==> src/hw/rtl/limit_order_book_matcher_macros.svh <==
`ifndef LIMIT_ORDER_BOOK_MATCHER_MACROS_SVH
`define LIMIT_ORDER_BOOK_MATCHER_MACROS_SVH

// Invariant checked on every clock edge outside reset
`define LOBM_ASSERT(lbl, cond, msg) \
	lbl: assert property (@(posedge clk) disable iff (!arst_n) (cond)) else $error(msg);

// Implication checked on every clock edge outside reset
`define LOBM_ASSERT_IMP(lbl, ante, cons, msg) \
	lbl: assert property (@(posedge clk) disable iff (!arst_n) (ante) |-> (cons)) \
		else $error(msg);

`endif

==> src/hw/rtl/lobm_pkg.sv <==
`timescale 1ns / 1ps
`default_nettype none

package lobm_pkg;

	// 1e9 + 7
	localparam logic [29:0] BACKLOG_MODULUS = 30'd1000000007;

	// book identifiers
	localparam logic BOOK_BUY  = 1'b0;
	localparam logic BOOK_SELL = 1'b1;

	// incoming order beat
	typedef struct packed {
		logic [30:0] price;
		logic [30:0] amount;
		logic        side;
	} order_t;

	// result beat
	typedef struct packed {
		logic [29:0] backlog_mod;
		logic        book_full;
	} result_t;

	// book entry: price first so a plain compare orders by price, then amount
	typedef struct packed {
		logic [30:0] price;
		logic [30:0] amount;
	} entry_t;

	// classified order handed from the front to the engine
	typedef struct packed {
		order_t ord;
		logic   zero_amt;
	} cls_order_t;

endpackage

`default_nettype wire

==> src/hw/rtl/lobm_front.sv <==
`timescale 1ns / 1ps
`default_nettype none

module lobm_front
	import lobm_pkg::*;
(
	input  wire logic       clk,
	input  wire logic       arst_n,
	input  wire logic       push,
	output logic            full,
	input  wire order_t     order,
	output logic            ord_valid,
	output cls_order_t      ord,
	input  wire logic       ord_pop
);

	cls_order_t slot_q [2];
	logic       wr_ptr_q;
	logic       rd_ptr_q;
	logic [1:0] fill_q;
	logic       do_push;
	logic       do_pop;

	assign full      = (fill_q == 2'd2);
	assign ord_valid = (fill_q != 2'd0);
	assign ord       = slot_q[rd_ptr_q];
	assign do_push   = push && !full;
	assign do_pop    = ord_pop && ord_valid;

	// payload slots, tagged with the zero-amount class on entry
	always_ff @(posedge clk) begin
		if (do_push) begin
			slot_q[wr_ptr_q].ord      <= order;
			slot_q[wr_ptr_q].zero_amt <= (order.amount == 31'd0);
		end
	end

	// pointers and fill level
	always_ff @(posedge clk or negedge arst_n) begin
		if (!arst_n) begin
			wr_ptr_q <= 1'b0;
			rd_ptr_q <= 1'b0;
			fill_q   <= 2'd0;
		end else begin
			if (do_push) wr_ptr_q <= ~wr_ptr_q;
			if (do_pop)  rd_ptr_q <= ~rd_ptr_q;
			fill_q <= fill_q + {1'b0, do_push} - {1'b0, do_pop};
		end
	end

endmodule

`default_nettype wire

==> config.mk <==
export PLATFORM = sky130hd
export DESIGN_NAME = lobm_front
export DESIGN_NICKNAME = d
export VERILOG_FILES = /design/src/hw/rtl/limit_order_book_matcher_macros.svh /design/src/hw/rtl/lobm_pkg.sv /design/src/hw/rtl/lobm_front.sv
export SDC_FILE = /design/constraint.sdc
export NUM_CORES = 1
export LEC_CHECK = 0
export BUFFER_PORTS_ARGS = -buffer_cell sky130_fd_sc_hd__buf_4
export CAP_MARGIN = 30
export CORE_MARGIN = 5
export CORE_UTILIZATION = 40
export DETAILED_ROUTE_END_ITERATION = 12
export PLACE_DENSITY_LB_ADDON = 0.25
export SLEW_MARGIN = 20
export SYNTH_ARGS = -nofsm -noshare
export SYNTH_HDL_FRONTEND = slang
export SYNTH_SLANG_ARGS = --single-unit
==> constraint.sdc <==
create_clock -name clk -period 5.95 [get_ports clk]
set_clock_uncertainty 0.15 [all_clocks]
set_input_delay 1.19 -clock clk [delete_from_list [all_inputs] [get_ports clk]]
set_output_delay 1.19 -clock clk [all_outputs]
set_load 0.03 [all_outputs]
# --- Word-level counts from Yosys, hierarchy flattened ---
# Memory sizes are Yosys's and may differ from the RTL's.
# Index checks and enable logic that the tools add are counted.
word_totals:
  reg_bits: 4
  ram_bits: 128
  inputBits: 67
  out_inout_bits: 66
  wordCells: 16
  mem_count: 1
classes:
  addsub: 2
  n_eq_ne: 1
  muxes: 2
  bitwise: 2
  reduce_logical: 5
mem_list:
  columns: ["memory", "words", "word_bits", "rd", "rd_ports_with_merged_regs", "write_ports", "line_no", "text"]
  rows:
  - ["slot_q", 2, 64, 1, 0, 1, "lobm_front.sv:17", "cls_order_t slot_q [2];"]
op_table:
  columns: ["op", "count"]
  rows:
  - ["$logic_not A31 Y1", 1]
  - ["$add A2 B1 Y2", 1]
  - ["$eq A2 B2 Y1 const B", 1]
  - ["$logic_and A1 B1 Y1", 2]
  - ["$mux W1", 2]
  - ["$not A1 Y1", 2]
  - ["$reduce_bool A2 Y1", 1]
  - ["$sub A2 B1 Y2", 1]
  - ["$logic_not A1 Y1", 1]

# --- Depth between registers and ports, before layout ---
logic_depth:
  depth_word: 5
  depth_mapped: 7
  mapped_depth_nobuf: 7

# --- Worst setup path before layout ---
# OpenSTA, ideal clock, no wires.
synth_path:
  path_type: "input -> register"
  startpoint: "input push"
  endpoint: "memory slot_q[0][0] (netlist name) (enable)"
  setup_ns: 0.486
  t_arrival_ns: 3.959
  t_required_ns: 5.314
  path_slack_ns: 1.354
  cell_stages: 2
  path_buffers: 0
  path_cell_list: "nand2_1 > nor2_1"
synth_via:
  elab_chain_cells: 3
synth_rtl:
  columns: ["item", "line_no", "text"]
  rows:
  - ["start, declared", "lobm_front.sv:9", "input wire logic push,"]
  - ["$logic_and A1 B1 Y1", "lobm_front.sv:27", "assign do_push = push && !full;"]
  - ["$mux W1", "lobm_front.sv:32", "if (do_push) begin"]
  - ["$mux W1 (not written as such)", "lobm_front.sv:34", "slot_q[wr_ptr_q].zero_amt <= (order.amount == 31'd0);"]
  - ["end, declared", "lobm_front.sv:17", null]
# No other way between the ends.

==> results.json <==
{
  "status": "completed",
  "hold_violations": 0,
  "cp-end-kind": "output pin",
  "dieArea_um2": 15100,
  "synthTopCellsByCount": "edfxtp_1 (128), mux2_4 (50), mux2_2 (14)",
  "grt_pass1_vias": 2689,
  "drive_above_1_share_pct": 57.9,
  "nets": 444,
  "cts_htree_levels": 4,
  "ctsResizeCount": 0,
  "grt_pass1_wl_mm": 14.2,
  "ir_drop_mv": 0.394,
  "synthesis.area_um2": 5090,
  "p_leak_nw": 2.67,
  "yosys.area_share.simple_pct": 1.97,
  "synth_xor_xnor_area_share_pct": 0.688,
  "synth_compound_area_share_pct": 0,
  "grt_antenna_before_repair": 0,
  "synth_top_family_by_area": "multiplexers",
  "grt_use_total_pct": 12.9,
  "synthAdderAreaFrac_pct": 0.491,
  "yosysUniqueCellTypes": 19,
  "power.total_w": 0.00368,
  "synth-async-reset-ratio_pct": 3.03,
  "synth_edf_count": 128,
  "max_freq_ghz": 0.294,
  "syn2layout_area_growth_pct": 33.6,
  "powerDensity_nw_per_um2": 541,
  "critPathKind": "flop to output pin",
  "clkLatencyLatePin_ns": 0.41,
  "netlist_instances": 228,
  "wire_per_inst_um": 16.8,
  "whs_path_depth": 1,
  "min-delay-start": "fill_q[0]$_DFF_PN0_",
  "dr.pass1.iters": 4,
  "ioPinCount": 133,
  "portBuffers": 132,
  "combPwrFrac_pct": 38.3,
  "r2r_cells": 5,
  "start_util_pct": 40.5,
  "ctsHoldBuffers": 0,
  "maxSlewHeadroom_pct": 40.9,
  "synth_warnings": 0,
  "ant_nets": 0,
  "min_path_type": "flop to flop",
  "fillers": 1007,
  "syn_avg_cell_area_um2": 22.3,
  "slew_violations": 0,
  "die_height_um": 123,
  "clock_power_share_pct": 24.3,
  "cts_setup_buffers": 0,
  "die_w_um": 123,
  "synth.top_cells.by_area": "edfxtp_1 (75%), mux2_4 (15%), mux2_2 (3.1%)",
  "period_needed_ns": 3.40,
  "core_um2": 12600,
  "p_sw_w": 0.00121,
  "worstSetupStartpoint": "rd_ptr_q$_DFFE_PN0P_",
  "synthMuxAreaShare_pct": 17.8,
  "finalCritPeriodShare_pct": 57.2,
  "maxCapViolCount": 0,
  "finalWirelength_mm": 9.41,
  "yosysTopAreaCell": "edfxtp_1",
  "dp_hpwl_mm": 6.41,
  "synth_ff_type": "edfxtp_1",
  "grt.overflow.total": 0,
  "cts_buffers": 17,
  "cts_tree": "yes",
  "clock_sinks": 132,
  "fin_setup_tns_ns": 0,
  "route.detailed.drc": 0,
  "syn_nets": 297,
  "drtIter0Drc": 103,
  "switching_share_pct": 32.9,
  "p_int_w": 0.00247,
  "vias": 2565,
  "ys_ff_latch": 132,
  "rows": 41,
  "cts_buffer_depth": 2,
  "power.share.sequential_pct": 37.4,
  "ys_seq_area_share_pct": 77.4,
  "setup_viol": 0,
  "gp_congestion": 0.707,
  "routed_via_density": 4.59,
  "grt_start_max_net_pins": 65,
  "synth_top_area_share_pct": 75.5,
  "cp_data_arrival_time_ns": 2.06,
  "cts_root_buffer": "clkbuf_16",
  "startpoint_type": "flop",
  "rsz0062_at_grt": "false",
  "yosysMostFrequentCell": "edfxtp_1",
  "tightest_slew_ns": 0.886,
  "required_ns": 4.61,
  "path_clk_slew_ns": 0.05,
  "diodes": 0,
  "path_max_fanout": 41,
  "r2r_start": "fill_q[1]$_DFF_PN0_"
}
[flip-flops by register name, indices dropped and copies added (netlist names)]
signal,flops
slot_q,128
fill_q,2
rd_ptr_q,1
wr_ptr_q,1
[power groups by stage]
| stage | Combinational, W | Clock [W] | Sequential, W |
|---|---|---|---|
| after global placement | 0.00135 | 0 | 0.00146 |
| after global routing | 0.00149 | 0.000961 | 0.00140 |
| final | 0.00141 | 0.000893 | 0.00138 |
| after CTS | 0.00144 | 0.000917 | 0.00138 |
| after floorplan | 0.00104 | 0 | 0.00135 |
| after detailed placement | 0.00144 | 0 | 0.00140 |
[final cells by class]
| cell class | count | area, um^2 | share of cell area, % |
|---|---|---|---|
| timing repair buffer | 135 | 1050 | 15.4 |
| clock inverter | 9 | 63.8 | 0.938 |
| sequential | 132 | 3950 | 58.0 |
| multi-input combinational | 87 | 1080 | 15.9 |
| tap | 172 | 215 | 3.16 |
| inverter | 2 | 7.51 | 0.110 |
| clock buffer | 22 | 444 | 6.53 |
[per-layer routing]
layer  global-route usage [%]  share of wire [%]  vias up
met5                        0                  0        -
met4                     6.51                2.0        0
met3                     6.64                 11       17
met2                     18.8                 46      111
met1                     15.9                 41     1235
li1                         -                  -     1202
[cells in the final DEF (no fill, tap or decap), types with 5 or more instances in the layout]
cell type / instances
mux2_4: 50
clkinv_1: 5
edfxtp_1: 128
mux2_2: 14
clkbuf_1: 5
nor4_1: 7
clkbuf_16: 17
buf_4: 133
[through the flow]
step | setup slack [ns] | cell area (um^2) | utilization, % | hold WS (ns) | instances
after floorplan | 1.35 | 5090 | - | 0.311 | 228
after global placement | 2.55 | 6250 | 49.7 | 0.347 | 526
after detailed placement | 2.91 | 6300 | 50.1 | 0.359 | 528
after CTS | 2.50 | 6810 | 54.1 | 0.372 | 559
after global routing | 2.46 | 6810 | 54.1 | 0.396 | 559
final | 2.55 | 6810 | 54.1 | 0.367 | 559
[worst max-delay path: stages (launching register included)]
cell and delay, ns:
dfrtp_4 0.74, buf_16 0.32, mux2_2 0.38, buf_4 0.17
[path summary, 6_finish.rpt]
path,slack (ns),end
setup / recovery,2.55,ord[2]
hold / removal,0.37,fill_q[0]$_DFF_PN0_
setup reg to reg,3.69,slot_q[0][21]$_DFFE_PP_
hold reg to reg,0.37,fill_q[0]$_DFF_PN0_
max in group asynchronous,5.11,rd_ptr_q$_DFFE_PN0P_
min in group asynchronous,0.42,rd_ptr_q$_DFFE_PN0P_
[cell families after synthesis]
logic type / after synthesis
mux: 64
simple gates: 17
xor+xnor: 4
flops: 132
fa+ha+maj: 2
buf+inv: 9
No activity file was read; power rests on OpenSTA's default activity.
