===== src/hw/rtl/limit_order_book_matcher_macros.svh =====
`ifndef LIMIT_ORDER_BOOK_MATCHER_MACROS_SVH
`define LIMIT_ORDER_BOOK_MATCHER_MACROS_SVH

// Invariant checked on every clock edge outside reset
`define LOBM_ASSERT(lbl, cond, msg) \
	lbl: assert property (@(posedge clk) disable iff (!arst_n) (cond)) else $error(msg);

// Implication checked on every clock edge outside reset
`define LOBM_ASSERT_IMP(lbl, ante, cons, msg) \
	lbl: assert property (@(posedge clk) disable iff (!arst_n) (ante) |-> (cons)) \
		else $error(msg);

`endif


===== src/hw/rtl/lobm_pkg.sv =====
`timescale 1ns / 1ps
`default_nettype none

package lobm_pkg;

	// 1e9 + 7
	localparam logic [29:0] BACKLOG_MODULUS = 30'd1000000007;

	// book identifiers
	localparam logic BOOK_BUY  = 1'b0;
	localparam logic BOOK_SELL = 1'b1;

	// incoming order beat
	typedef struct packed {
		logic [30:0] price;
		logic [30:0] amount;
		logic        side;
	} order_t;

	// result beat
	typedef struct packed {
		logic [29:0] backlog_mod;
		logic        book_full;
	} result_t;

	// book entry: price first so a plain compare orders by price, then amount
	typedef struct packed {
		logic [30:0] price;
		logic [30:0] amount;
	} entry_t;

	// classified order handed from the front to the engine
	typedef struct packed {
		order_t ord;
		logic   zero_amt;
	} cls_order_t;

endpackage

`default_nettype wire


===== src/hw/rtl/lobm_result_q.sv =====
`timescale 1ns / 1ps
`default_nettype none

module lobm_result_q
	import lobm_pkg::*;
(
	input  wire logic    clk,
	input  wire logic    arst_n,
	input  wire logic    res_push,
	output logic         res_full,
	input  wire result_t res,
	output logic         empty,
	input  wire logic    pop,
	output result_t      result
);

	result_t    slot_q [2];
	logic       wr_ptr_q;
	logic       rd_ptr_q;
	logic [1:0] fill_q;
	logic       do_push;
	logic       do_pop;

	assign res_full = (fill_q == 2'd2);
	assign empty    = (fill_q == 2'd0);
	assign result   = slot_q[rd_ptr_q];
	assign do_push  = res_push && !res_full;
	assign do_pop   = pop && !empty;

	// payload slots
	always_ff @(posedge clk) begin
		if (do_push) slot_q[wr_ptr_q] <= res;
	end

	// pointers and fill level
	always_ff @(posedge clk or negedge arst_n) begin
		if (!arst_n) begin
			wr_ptr_q <= 1'b0;
			rd_ptr_q <= 1'b0;
			fill_q   <= 2'd0;
		end else begin
			if (do_push) wr_ptr_q <= ~wr_ptr_q;
			if (do_pop)  rd_ptr_q <= ~rd_ptr_q;
			fill_q <= fill_q + {1'b0, do_push} - {1'b0, do_pop};
		end
	end

endmodule

`default_nettype wire


===== config.mk =====
export PLATFORM = sky130hd
export DESIGN_NAME = lobm_result_q
export DESIGN_NICKNAME = d
export VERILOG_FILES = /design/src/hw/rtl/limit_order_book_matcher_macros.svh /design/src/hw/rtl/lobm_pkg.sv /design/src/hw/rtl/lobm_result_q.sv
export SDC_FILE = /design/constraint.sdc
export NUM_CORES = 1
export LEC_CHECK = 0
export BUFFER_PORTS_ARGS = -buffer_cell sky130_fd_sc_hd__clkbuf_2
export CAP_MARGIN = 20
export CORE_AREA = 4 4 93 73
export DETAILED_ROUTE_END_ITERATION = 7
export DIE_AREA = 0 0 97 77
export PLACE_DENSITY = 0.77
export SYNTH_ARGS = -nofsm -noshare
export SYNTH_HDL_FRONTEND = slang
export SYNTH_SLANG_ARGS = --single-unit

===== constraint.sdc =====
create_clock -name clk -period 2.8 [get_ports clk]
set_clock_uncertainty 0.1 [all_clocks]
set_input_delay 0.28 -clock clk [delete_from_list [all_inputs] [get_ports clk]]
set_output_delay 0.28 -clock clk [all_outputs]
set_load 0.02 [all_outputs]

### Word-level counts from Yosys, hierarchy flattened

Memory sizes are Yosys's and may differ from the RTL's.
Index checks and enable logic that the tools add are counted.

* bits in registers: 4
* memory bits (writable): 62
* input port bits: 35
* output and inout bits: 33
* word-level logic and storage cells: 16
* memories: 1

* $add $sub $neg: 2
* eq/ne operators: 1
* mux-type cells: 2
* bitwise operators: 2
* reductions and logical operators: 5

Memories
* slot_q: depth 2, width 31, rd ports 1, clocked after memory_dff 0, wr ports 1, line lobm_result_q.sv:17 `result_t slot_q [2];`

Operators with widths (number)
* $add A2 B1 Y2: 1
* $eq A2 B2 Y1 const B: 1
* $logic_and A1 B1 Y1: 2
* $logic_not A1 Y1: 2
* $logic_not A2 Y1: 1
* $mux W1: 2
* $not A1 Y1: 2
* $sub A2 B1 Y2: 1

### Logic depth before layout (Yosys ltp)

Gate-level depths: netlist of run 1.

* word-level depth: 5
* mapped depth: 7
* gate-level depth less buffers: 7

### Worst setup path after synthesis of run 1

OpenSTA, ideal clock, no wires.

* path kind: reg2reg
* start point: register fill_q[1]
* end point: memory slot_q[0][0] in the netlist's numbering (enable)
* setup time: 0.419 ns
* data arrival time: 1.909 ns
* required time: 2.281 ns
* slack: 0.372 ns
* stages on the path, launching flop included: 4
* buffers on the path: 0
* period minus slack after synthesis: 2.428 ns
* cell sequence: dfrtp_1 nand2b_1 nand2_1 nor2_1

* cells in the longest elaborated chain, start to end: 5

Ends and longest elaborated chain
* from (decl): line lobm_result_q.sv:20 `logic [1:0] fill_q;`
* from (signal assigned): line lobm_result_q.sv:44 `fill_q <= fill_q + {1'b0, do_push} - {1'b0, do_pop};`
* $eq A2 B2 Y1: line lobm_result_q.sv:24 `assign res_full = (fill_q == 2'd2);`
* $logic_not A1 Y1: line lobm_result_q.sv:27 `assign do_push = res_push && !res_full;`
* $logic_and A1 B1 Y1: line lobm_result_q.sv:27
* $mux W1: line lobm_result_q.sv:32 `if (do_push) slot_q[wr_ptr_q] <= res;`
* $mux W1 (implied by the code): line lobm_result_q.sv:32
* to (decl): line lobm_result_q.sv:17

Every way passes these cells.

==> metrics, run 1 <==
max-slew violation count=0; setup violators final=0; cell count after synthesis=115; First-pass DRT Iterations=4; pwr dens=1087 mW/mm^2; Post-synth top cells=edfxtp_1 (62), mux2_4 (29), dfrtp_1 (4), buf_12 (3), xnor2_1 (3); Post-DRT Antenna Nets=0; synth warn=0; max_slew headroom=0.6853; via count=1286; post-synthesis sequential area ratio=0.7571; ys flop type=edfxtp_1; initial antenna violation count=0; final std cells w/o fill=276; EDFF count, synth=62; gr ovfl total=0; dpl ws=1.026 ns; root buffer cell=clkbuf_8; PortBufs=67; Buf+Inv Stages, Crit Path=2; Top delay family on crit path=flip-flops; # rows=24; Reg clk slew, reported paths=0.07 ns; CTS sink cnt=66; worst setup path start=rd_ptr_q; H-tree levels=3; Setup TNS Final=0 ns; total power=3.480 mW; CTS buffer count=9; core area=0.005796 mm^2; LEAKAGE=1.319 nW; RSZ-0062 raised after global routing=no; Max-cap violations=0; Final Hold Fails=0; first-pass GRT wire length=6.803 mm; fin util=0.5522; r2r worst-path depth=7; Post-Syn Nets=152; Post-synth ARST share=0.06061; Hold Path Sink=slot_q[1][21]; final weighted congestion in routability-driven placement=0.6618; crit path capture type=primary output; Critical Path Start Type=flop; Die H=77 um; worst reg2reg startpoint=fill_q[1]; placed instance area=0.002997 mm^2; share of cells above drive strength 1=0.5960; DP Cell Count=259; Synth area leaders=edfxtp_1 (72%), mux2_4 (17%), dfrtp_1 (3.9%), buf_12 (2.3%), xnor2_1 (1.0%); postcts setup bufs=0; Worst R2R Setup Slack=1.15 ns; Crit path arrival time=1.73 ns; flop and latch count out of synthesis=66; Hold Path Depth=1; Avg Cell Area, Syn=22.53 um^2; Skew-Pair Late Insertion Delay=0.33 ns; vias in the first global route=1411; Reg2Reg Capture Point=fill_q[1]; CP Cell Sequence=buf_12, mux2_4, clkbuf_2; Critical Path RT=2.42 ns; synthesized cell area=0.002591 mm^2; via density per instance=4.659; slowest stage delay, CP=0.67 ns; Synth top area share=0.7185; final period utilization=0.7552; total track usage=0.1240; detailed placement HPWL=2.898 mm; Worst VDD drop=516.5 uV; Setup CP Type=reg2out; final wirelength=4.233 mm; hold path start=res[21]; HP Class=in2reg; fin area=0.003201 mm^2; routed len/inst=15.34 um; Slew @ Worst Pin=0.4721 ns; Netlist cell types=15; clk buf depth=2; final hold slack=0.02979 ns; fill count=466; CTS tree=done; slowest stage cell, crit path=dfrtp_2; Initial Util=0.4471; area of the die=0.007469 mm^2; status=finished clean; largest net degree at the start of global routing=32; Synth area leader=edfxtp_1; most frequent cell after synthesis=edfxtp_1; min cycle time layout=2.115 ns; # DRC=0; Inserted Diodes=0; PnR worst setup slack=0.6855 ns; CP max FO=18; DR iter-0 viols=65; io pins=68; Die Wd=97 um; Net count, final=230; FMAX=472.9 MHz; Area growth, synth to finish=23.52%
==> worst reg2reg max path: stages, from the launching register on <==
cell and delay [ns]:
dfrtp_1 0.41, nand2b_1 0.11, nand2_1 0.14, ha_1 0.31
inv_1 0.04, ha_1 0.18, xnor2_1 0.17, xnor2_1 0.13
==> power by group <==
part           leakage (nW)  switching, mW  internal [mW]
Sequential            0.621          0.129           1.36
Combinational         0.607          0.664          0.575
Clock                0.0905          0.344          0.412
==> what timing repair did <==
action / 4_1_cts / 5_1_grt
hold buffers: 1 / 0
gates resized for setup: 0 / 0
hold endpoints to repair: 4 / 0
==> registers in the layout, summed over array words and instances, names as in the netlist <==
register / cells
slot_q: 62
fill_q: 2
rd_ptr_q: 1
wr_ptr_q: 1
==> cell type report <==
type                       instances  area [um^2]  share of cell area
clock inverter                     6        66.31             0.02072
tap                               78        97.59             0.03049
inverter                           2        7.507            0.002346
clock buffer                      10        127.6             0.03987
sequential                        66         1963              0.6134
multi-input combinational         43        558.0              0.1744
timing repair buffer              71        380.4              0.1188
==> cells by family after synthesis <==
| kind of cell | synth area share |
|---|---|
| multiplexers | 0.1767 |
| buffers and inverters | 0.03042 |
| XOR/XNOR | 0.01352 |
| adder cells (fa/ha/maj) | 0.009656 |
| AND/OR/NAND/NOR | 0.01256 |
| flip-flops | 0.7571 |
==> worst max path at each step <==
stage,end,cells past startpoint,slack (ns)
final,result[9],3,0.69
after global routing,result[9],3,0.59
after CTS,result[9],3,0.64
after detailed placement,result[12],3,1.03
after global placement,result[12],3,1.03
after floorplan,slot_q[0][0],3,0.37
==> routing by layer <==
layer	vias to the layer above	wire length, um	track usage	share of wire
met5	-	0	0	0
met4	0	48	0.05189	0.011
met1	621	1628	0.1265	0.38
li1	597	-	-	-
met2	62	2108	0.2052	0.50
met3	6	447	0.07616	0.11
==> layout by cell type, fill, tap and decap left out <==
| cell | netlist | final |
|---|---|---|
| clkinvlp_4 | 0 | 2 |
| nor2_1 | 2 | 1 |
| inv_1 | 2 | 2 |
| edfxtp_1 | 62 | 62 |
| and3_1 | 1 | 1 |
| nor2b_2 | 1 | 1 |
| clkbuf_1 | 0 | 1 |
| ha_1 | 2 | 2 |
| dfrtp_1 | 4 | 3 |
| buf_12 | 3 | 1 |
| nand2b_1 | 1 | 1 |
| dfrtp_2 | 0 | 1 |
| nand2_1 | 1 | 1 |
| clkbuf_2 | 0 | 67 |
| xor2_1 | 1 | 1 |
| dlygate4sd3_1 | 0 | 1 |
| mux2_4 | 29 | 29 |
| buf_4 | 0 | 2 |
| xnor2_1 | 3 | 3 |
| clkbuf_8 | 0 | 9 |
| clkinv_1 | 0 | 1 |
| mux2_2 | 2 | 2 |
| bufinv_16 | 0 | 1 |
| clkinv_4 | 0 | 1 |
| nor2_4 | 0 | 1 |
| inv_6 | 0 | 1 |
(Power assumes the default switching activity.)
==> inputs of run 2 (changes only) <==
clock period = 2.1 ns   (was 2.8 ns; I/O delays follow)
==> run 2 against run 1 <==
Die area did not move. Worst setup slack got worse by 0.38 ns. Cell count rose by 12%. Sequential share of layout area fell by 5.0 points. Global-route usage rose by 0.80 points. Combinational power rose by 46%. Critical endpoint is now result[30]. Largest cell class unchanged. Highest routed layer unchanged.
==> metrics, run 2 (same netlist as run 1, synthesis figures left out) <==
status=finished clean; Max-cap violations=0; postcts setup bufs=0; PortBufs=67; detailed placement HPWL=2.874 mm; CTS tree=done; Crit path arrival time=1.49 ns; CTS buffer count=9; Initial Util=0.4471; Hold Buf Count CTS=32; Setup TNS Final=0 ns; area of the die=0.007469 mm^2; first-pass GRT wire length=7.472 mm; LEAKAGE=1.449 nW; Area growth, synth to finish=34.38%; core area=0.005796 mm^2; Skew-Pair Late Insertion Delay=0.33 ns; HP Class=in2async; via count=1388; # DRC=0; initial antenna violation count=0; total track usage=0.1320; Die H=77 um; post-CTS sizing=0; final wirelength=4.571 mm; pwr dens=1303 mW/mm^2; H-tree levels=3; max-slew violation count=0; Most flops, register=slot_q; Slew @ Worst Pin=0.2597 ns; final hold slack=0.1345 ns; Critical Path RT=1.79 ns; setup violators final=0; root buffer cell=clkbuf_8; share of cells above drive strength 1=0.5130; max_slew headroom=0.8268; Die Wd=97 um; FMAX=555.7 MHz; Net count, final=263; RSZ-0062 raised after global routing=no; Setup CP Type=reg2out; min cycle time layout=1.799 ns; Critical Path Start Type=flop; clk buf depth=2; crit path capture type=primary output; Inserted Diodes=0; Largest register FFs=62; vias in the first global route=1516; largest net degree at the start of global routing=33; area of the multi-input gates=558.0 um^2; final period utilization=0.8569; Final Hold Fails=0; First-pass DRT Iterations=4; routed len/inst=14.84 um; io pins=68; commonest non-fill, non-tap cells in the layout=clkbuf_2 (67), edfxtp_1 (62), dlygate4sd3_1 (32); most common cell after layout, fill and taps aside=clkbuf_2; CP max FO=32; Post-DRT Antenna Nets=0; DR iter-0 viols=27; via density per instance=4.506; CTS sink cnt=66; Worst VDD drop=659.4 uV; gr ovfl total=0; Top Registers=slot_q (62), fill_q (2); # rows=24; fill count=431; FF+latch area=0.001963 mm^2; final weighted congestion in routability-driven placement=0.6821; Reg clk slew, reported paths=0.06 ns
-- run 2: cell count changes in the layout (fill, tap and decap cells not counted), sizes merged --
cell,before,now
buf,3,5
clkinvlp,2,0
dlygate4sd3,1,32
clkinv,2,5
inv,3,2
bufinv,1,0
-- run 2: worst paths after layout --
path	cells past startpoint	slack (ns)	startpoint	end
min reg2reg	1	0.41	fill_q[1]	fill_q[1]
min	2	0.13	arst_n	fill_q[0]
max in group asynchronous	2	1.62	arst_n	rd_ptr_q
max	3	0.30	rd_ptr_q	result[30]
max reg2reg	7	0.44	fill_q[1]	fill_q[1]
min in group clk	3	0.14	res_push	wr_ptr_q
-- run 2: layout make-up --
cell class                 instances  share of cell area
multi-input combinational         43              0.1603
clock buffer                      10             0.03665
clock inverter                     5            0.006468
inverter                           2            0.002156
tap                               78             0.02803
timing repair buffer             104              0.2027
sequential                        66              0.5638
-- run 2: through the flow --
step                      power, mW  cell area, um^2    util  std cells  setup WS [ns]
after floorplan               3.303             2594       -        115         0.1801
after global placement        3.682             3012  0.5196        261         0.4898
after detailed placement      3.710             3012  0.5196        261         0.4482
after CTS                     4.590             3482  0.6008        308         0.2795
after global routing          4.784             3482  0.6008        308         0.2398
final                         4.536             3482  0.6008        308         0.3006
-- run 2: metal layers --
metal,GRT usage,up-vias,part of all wire
met5,0,-,0
met4,0.03787,0,0.011
met3,0.06890,6,0.079
met2,0.2266,56,0.50
met1,0.1429,666,0.41
li1,-,660,-
-- run 2: power by group --
group          leakage [nW]  internal [mW]  switching (mW)
clock                0.0808          0.407           0.419
sequential            0.621           1.81          0.0953
combinational         0.747          0.824           0.983
-- run 2: critical path, cell delays in order (launching register included) --
cell	delay (ns)
dfrtp_2	0.37
buf_12	0.24
mux2_2	0.36
clkbuf_2	0.15
==> inputs of run 3 (changes only) <==
CORE_AREA = 4 4 105 82   (was 4 4 93 73)
DIE_AREA = 0 0 109 86   (was 0 0 97 77)
PLACE_DENSITY = 0.64   (was 0.77)
clock period = 1.9 ns   (was 2.1 ns; I/O delays follow)
==> run 3 against run 2 <==
Combinational power up 9%. Routed wire length decreased by 3.9%. Cell count up 9.4%. Critical path type unchanged. Highest routed layer unchanged.
==> metrics, run 3 (same netlist as run 1, synthesis figures left out) <==
Critical Path RT=1.61 ns; initial antenna violation count=0; vias in the first global route=1484; detailed placement HPWL=2.885 mm; Top Registers=slot_q (62), fill_q (2); # rows=28; io pins=68; Setup TNS Final=0 ns; min cycle time layout=1.793 ns; Initial Util=0.3377; largest net degree at the start of global routing=21; core area=0.007672 mm^2; Slew @ Worst Pin=0.3254 ns; Worst VDD drop=748.3 uV; via count=1379; RSZ-0062 raised after global routing=no; FMAX=557.6 MHz; Final Hold Fails=0; status=finished clean; FF+latch area=0.001963 mm^2; setup violators final=0; commonest non-fill, non-tap cells in the layout=clkbuf_2 (67), edfxtp_1 (62), dlygate4sd3_1 (32); crit path capture type=primary output; area of the multi-input gates=558.0 um^2; Most flops, register=slot_q; Largest register FFs=62; placed instance area=0.003040 mm^2; pwr dens=1436 mW/mm^2; DP Cell Count=289; LEAKAGE=1.452 nW; GR Layer Usage met2=0.1650; fill count=666; First-pass DRT Iterations=4; met1 Use GR=0.1060; CTS buffer count=9; via density per instance=4.092; Post-DRT Antenna Nets=0; share of cells above drive strength 1=0.5172; root buffer cell=clkbuf_8; met3 usage=0.04665; Setup CP Type=reg2out; Die H=86 um; final wirelength=4.395 mm; CTS sink cnt=66; gr ovfl total=0; # DRC=0; Net count, final=264; max_slew headroom=0.7831; Skew-Pair Late Insertion Delay=0.33 ns; PortBufs=67; first-pass GRT wire length=6.720 mm; DR iter-0 viols=30; Die Wd=109 um; Reg clk slew, reported paths=0.06 ns; final weighted congestion in routability-driven placement=0.6375; H-tree levels=3; routed len/inst=13.04 um; fin area=0.003527 mm^2; most common cell after layout, fill and taps aside=clkbuf_2; Crit path arrival time=1.50 ns; final period utilization=0.9439; Critical Path Start Type=flop; clk buf depth=2; HP Class=in2async; CTS tree=done; Max-cap violations=0; CP max FO=17; Area growth, synth to finish=36.12%; final std cells w/o fill=337; total track usage=0.09865; grt peak-use layer=met2; Inserted Diodes=0; max-slew violation count=0; area of the die=0.009374 mm^2
==> run 3: layer usage <==
metal / wire length, um / vias up / part of all wire
met5: 0 / - / 0
met4: 77 / 0 / 0.018
met3: 349 / 8 / 0.079
met2: 2089 / 57 / 0.48
met1: 1878 / 648 / 0.43
li1: - / 666 / -
==> run 3: power by group <==
group	internal (mW)	switching [mW]
Sequential	2.00	0.100
Combinational	0.894	1.09
Clock	0.506	0.477
==> run 3: repair_timing <==
action / 4_1_cts / 5_1_grt
buffers inserted: 0 / 0
resized for setup: 0 / 0
hold endpoints to repair: 66 / 0
setup endpoints to repair: 0 / 0
hold buffers: 32 / 0
==> run 3: area by class of cell <==
type | instances | area share
inverters | 2 | 0.002128
well taps | 105 | 0.03725
flip-flops and latches | 66 | 0.5566
repair buffers | 105 | 0.1987
clock buffers | 13 | 0.04221
clock inverters | 3 | 0.004966
multi-input cells | 43 | 0.1582
==> run 3: worst max-delay path: stages, from the launching register on <==
cell and delay (ns):
dfrtp_2 0.35, buf_4 0.31, mux2_4 0.34, clkbuf_2 0.16
==> run 3: worst paths after layout <==
kind	from	to	slack [ns]	cells past startpoint
max	rd_ptr_q	result[8]	0.11	3
min	arst_n	fill_q[0]	0.1	2
max reg2reg	fill_q[1]	fill_q[1]	0.20	7
min reg2reg	fill_q[1]	fill_q[1]	0.42	1
max in group asynchronous	arst_n	rd_ptr_q	1.46	2
min in group clk	pop	rd_ptr_q	0.10	3
==> run 3: stage by stage <==
stage | total power, mW | util | hold slack, ns | setup slack [ns]
2_1_floorplan | 3.658 | - | -0.2056 | 0.09876
3_3_place_gp | 4.073 | 0.3963 | -0.09459 | 0.2927
3_5_place_dp | 4.102 | 0.3963 | -0.09171 | 0.2019
4_1_cts | 5.157 | 0.4597 | 0.07184 | 0.06825
5_1_grt | 5.353 | 0.4597 | 0.09933 | 0.04028
6_report | 5.064 | 0.4597 | 0.09784 | 0.1066
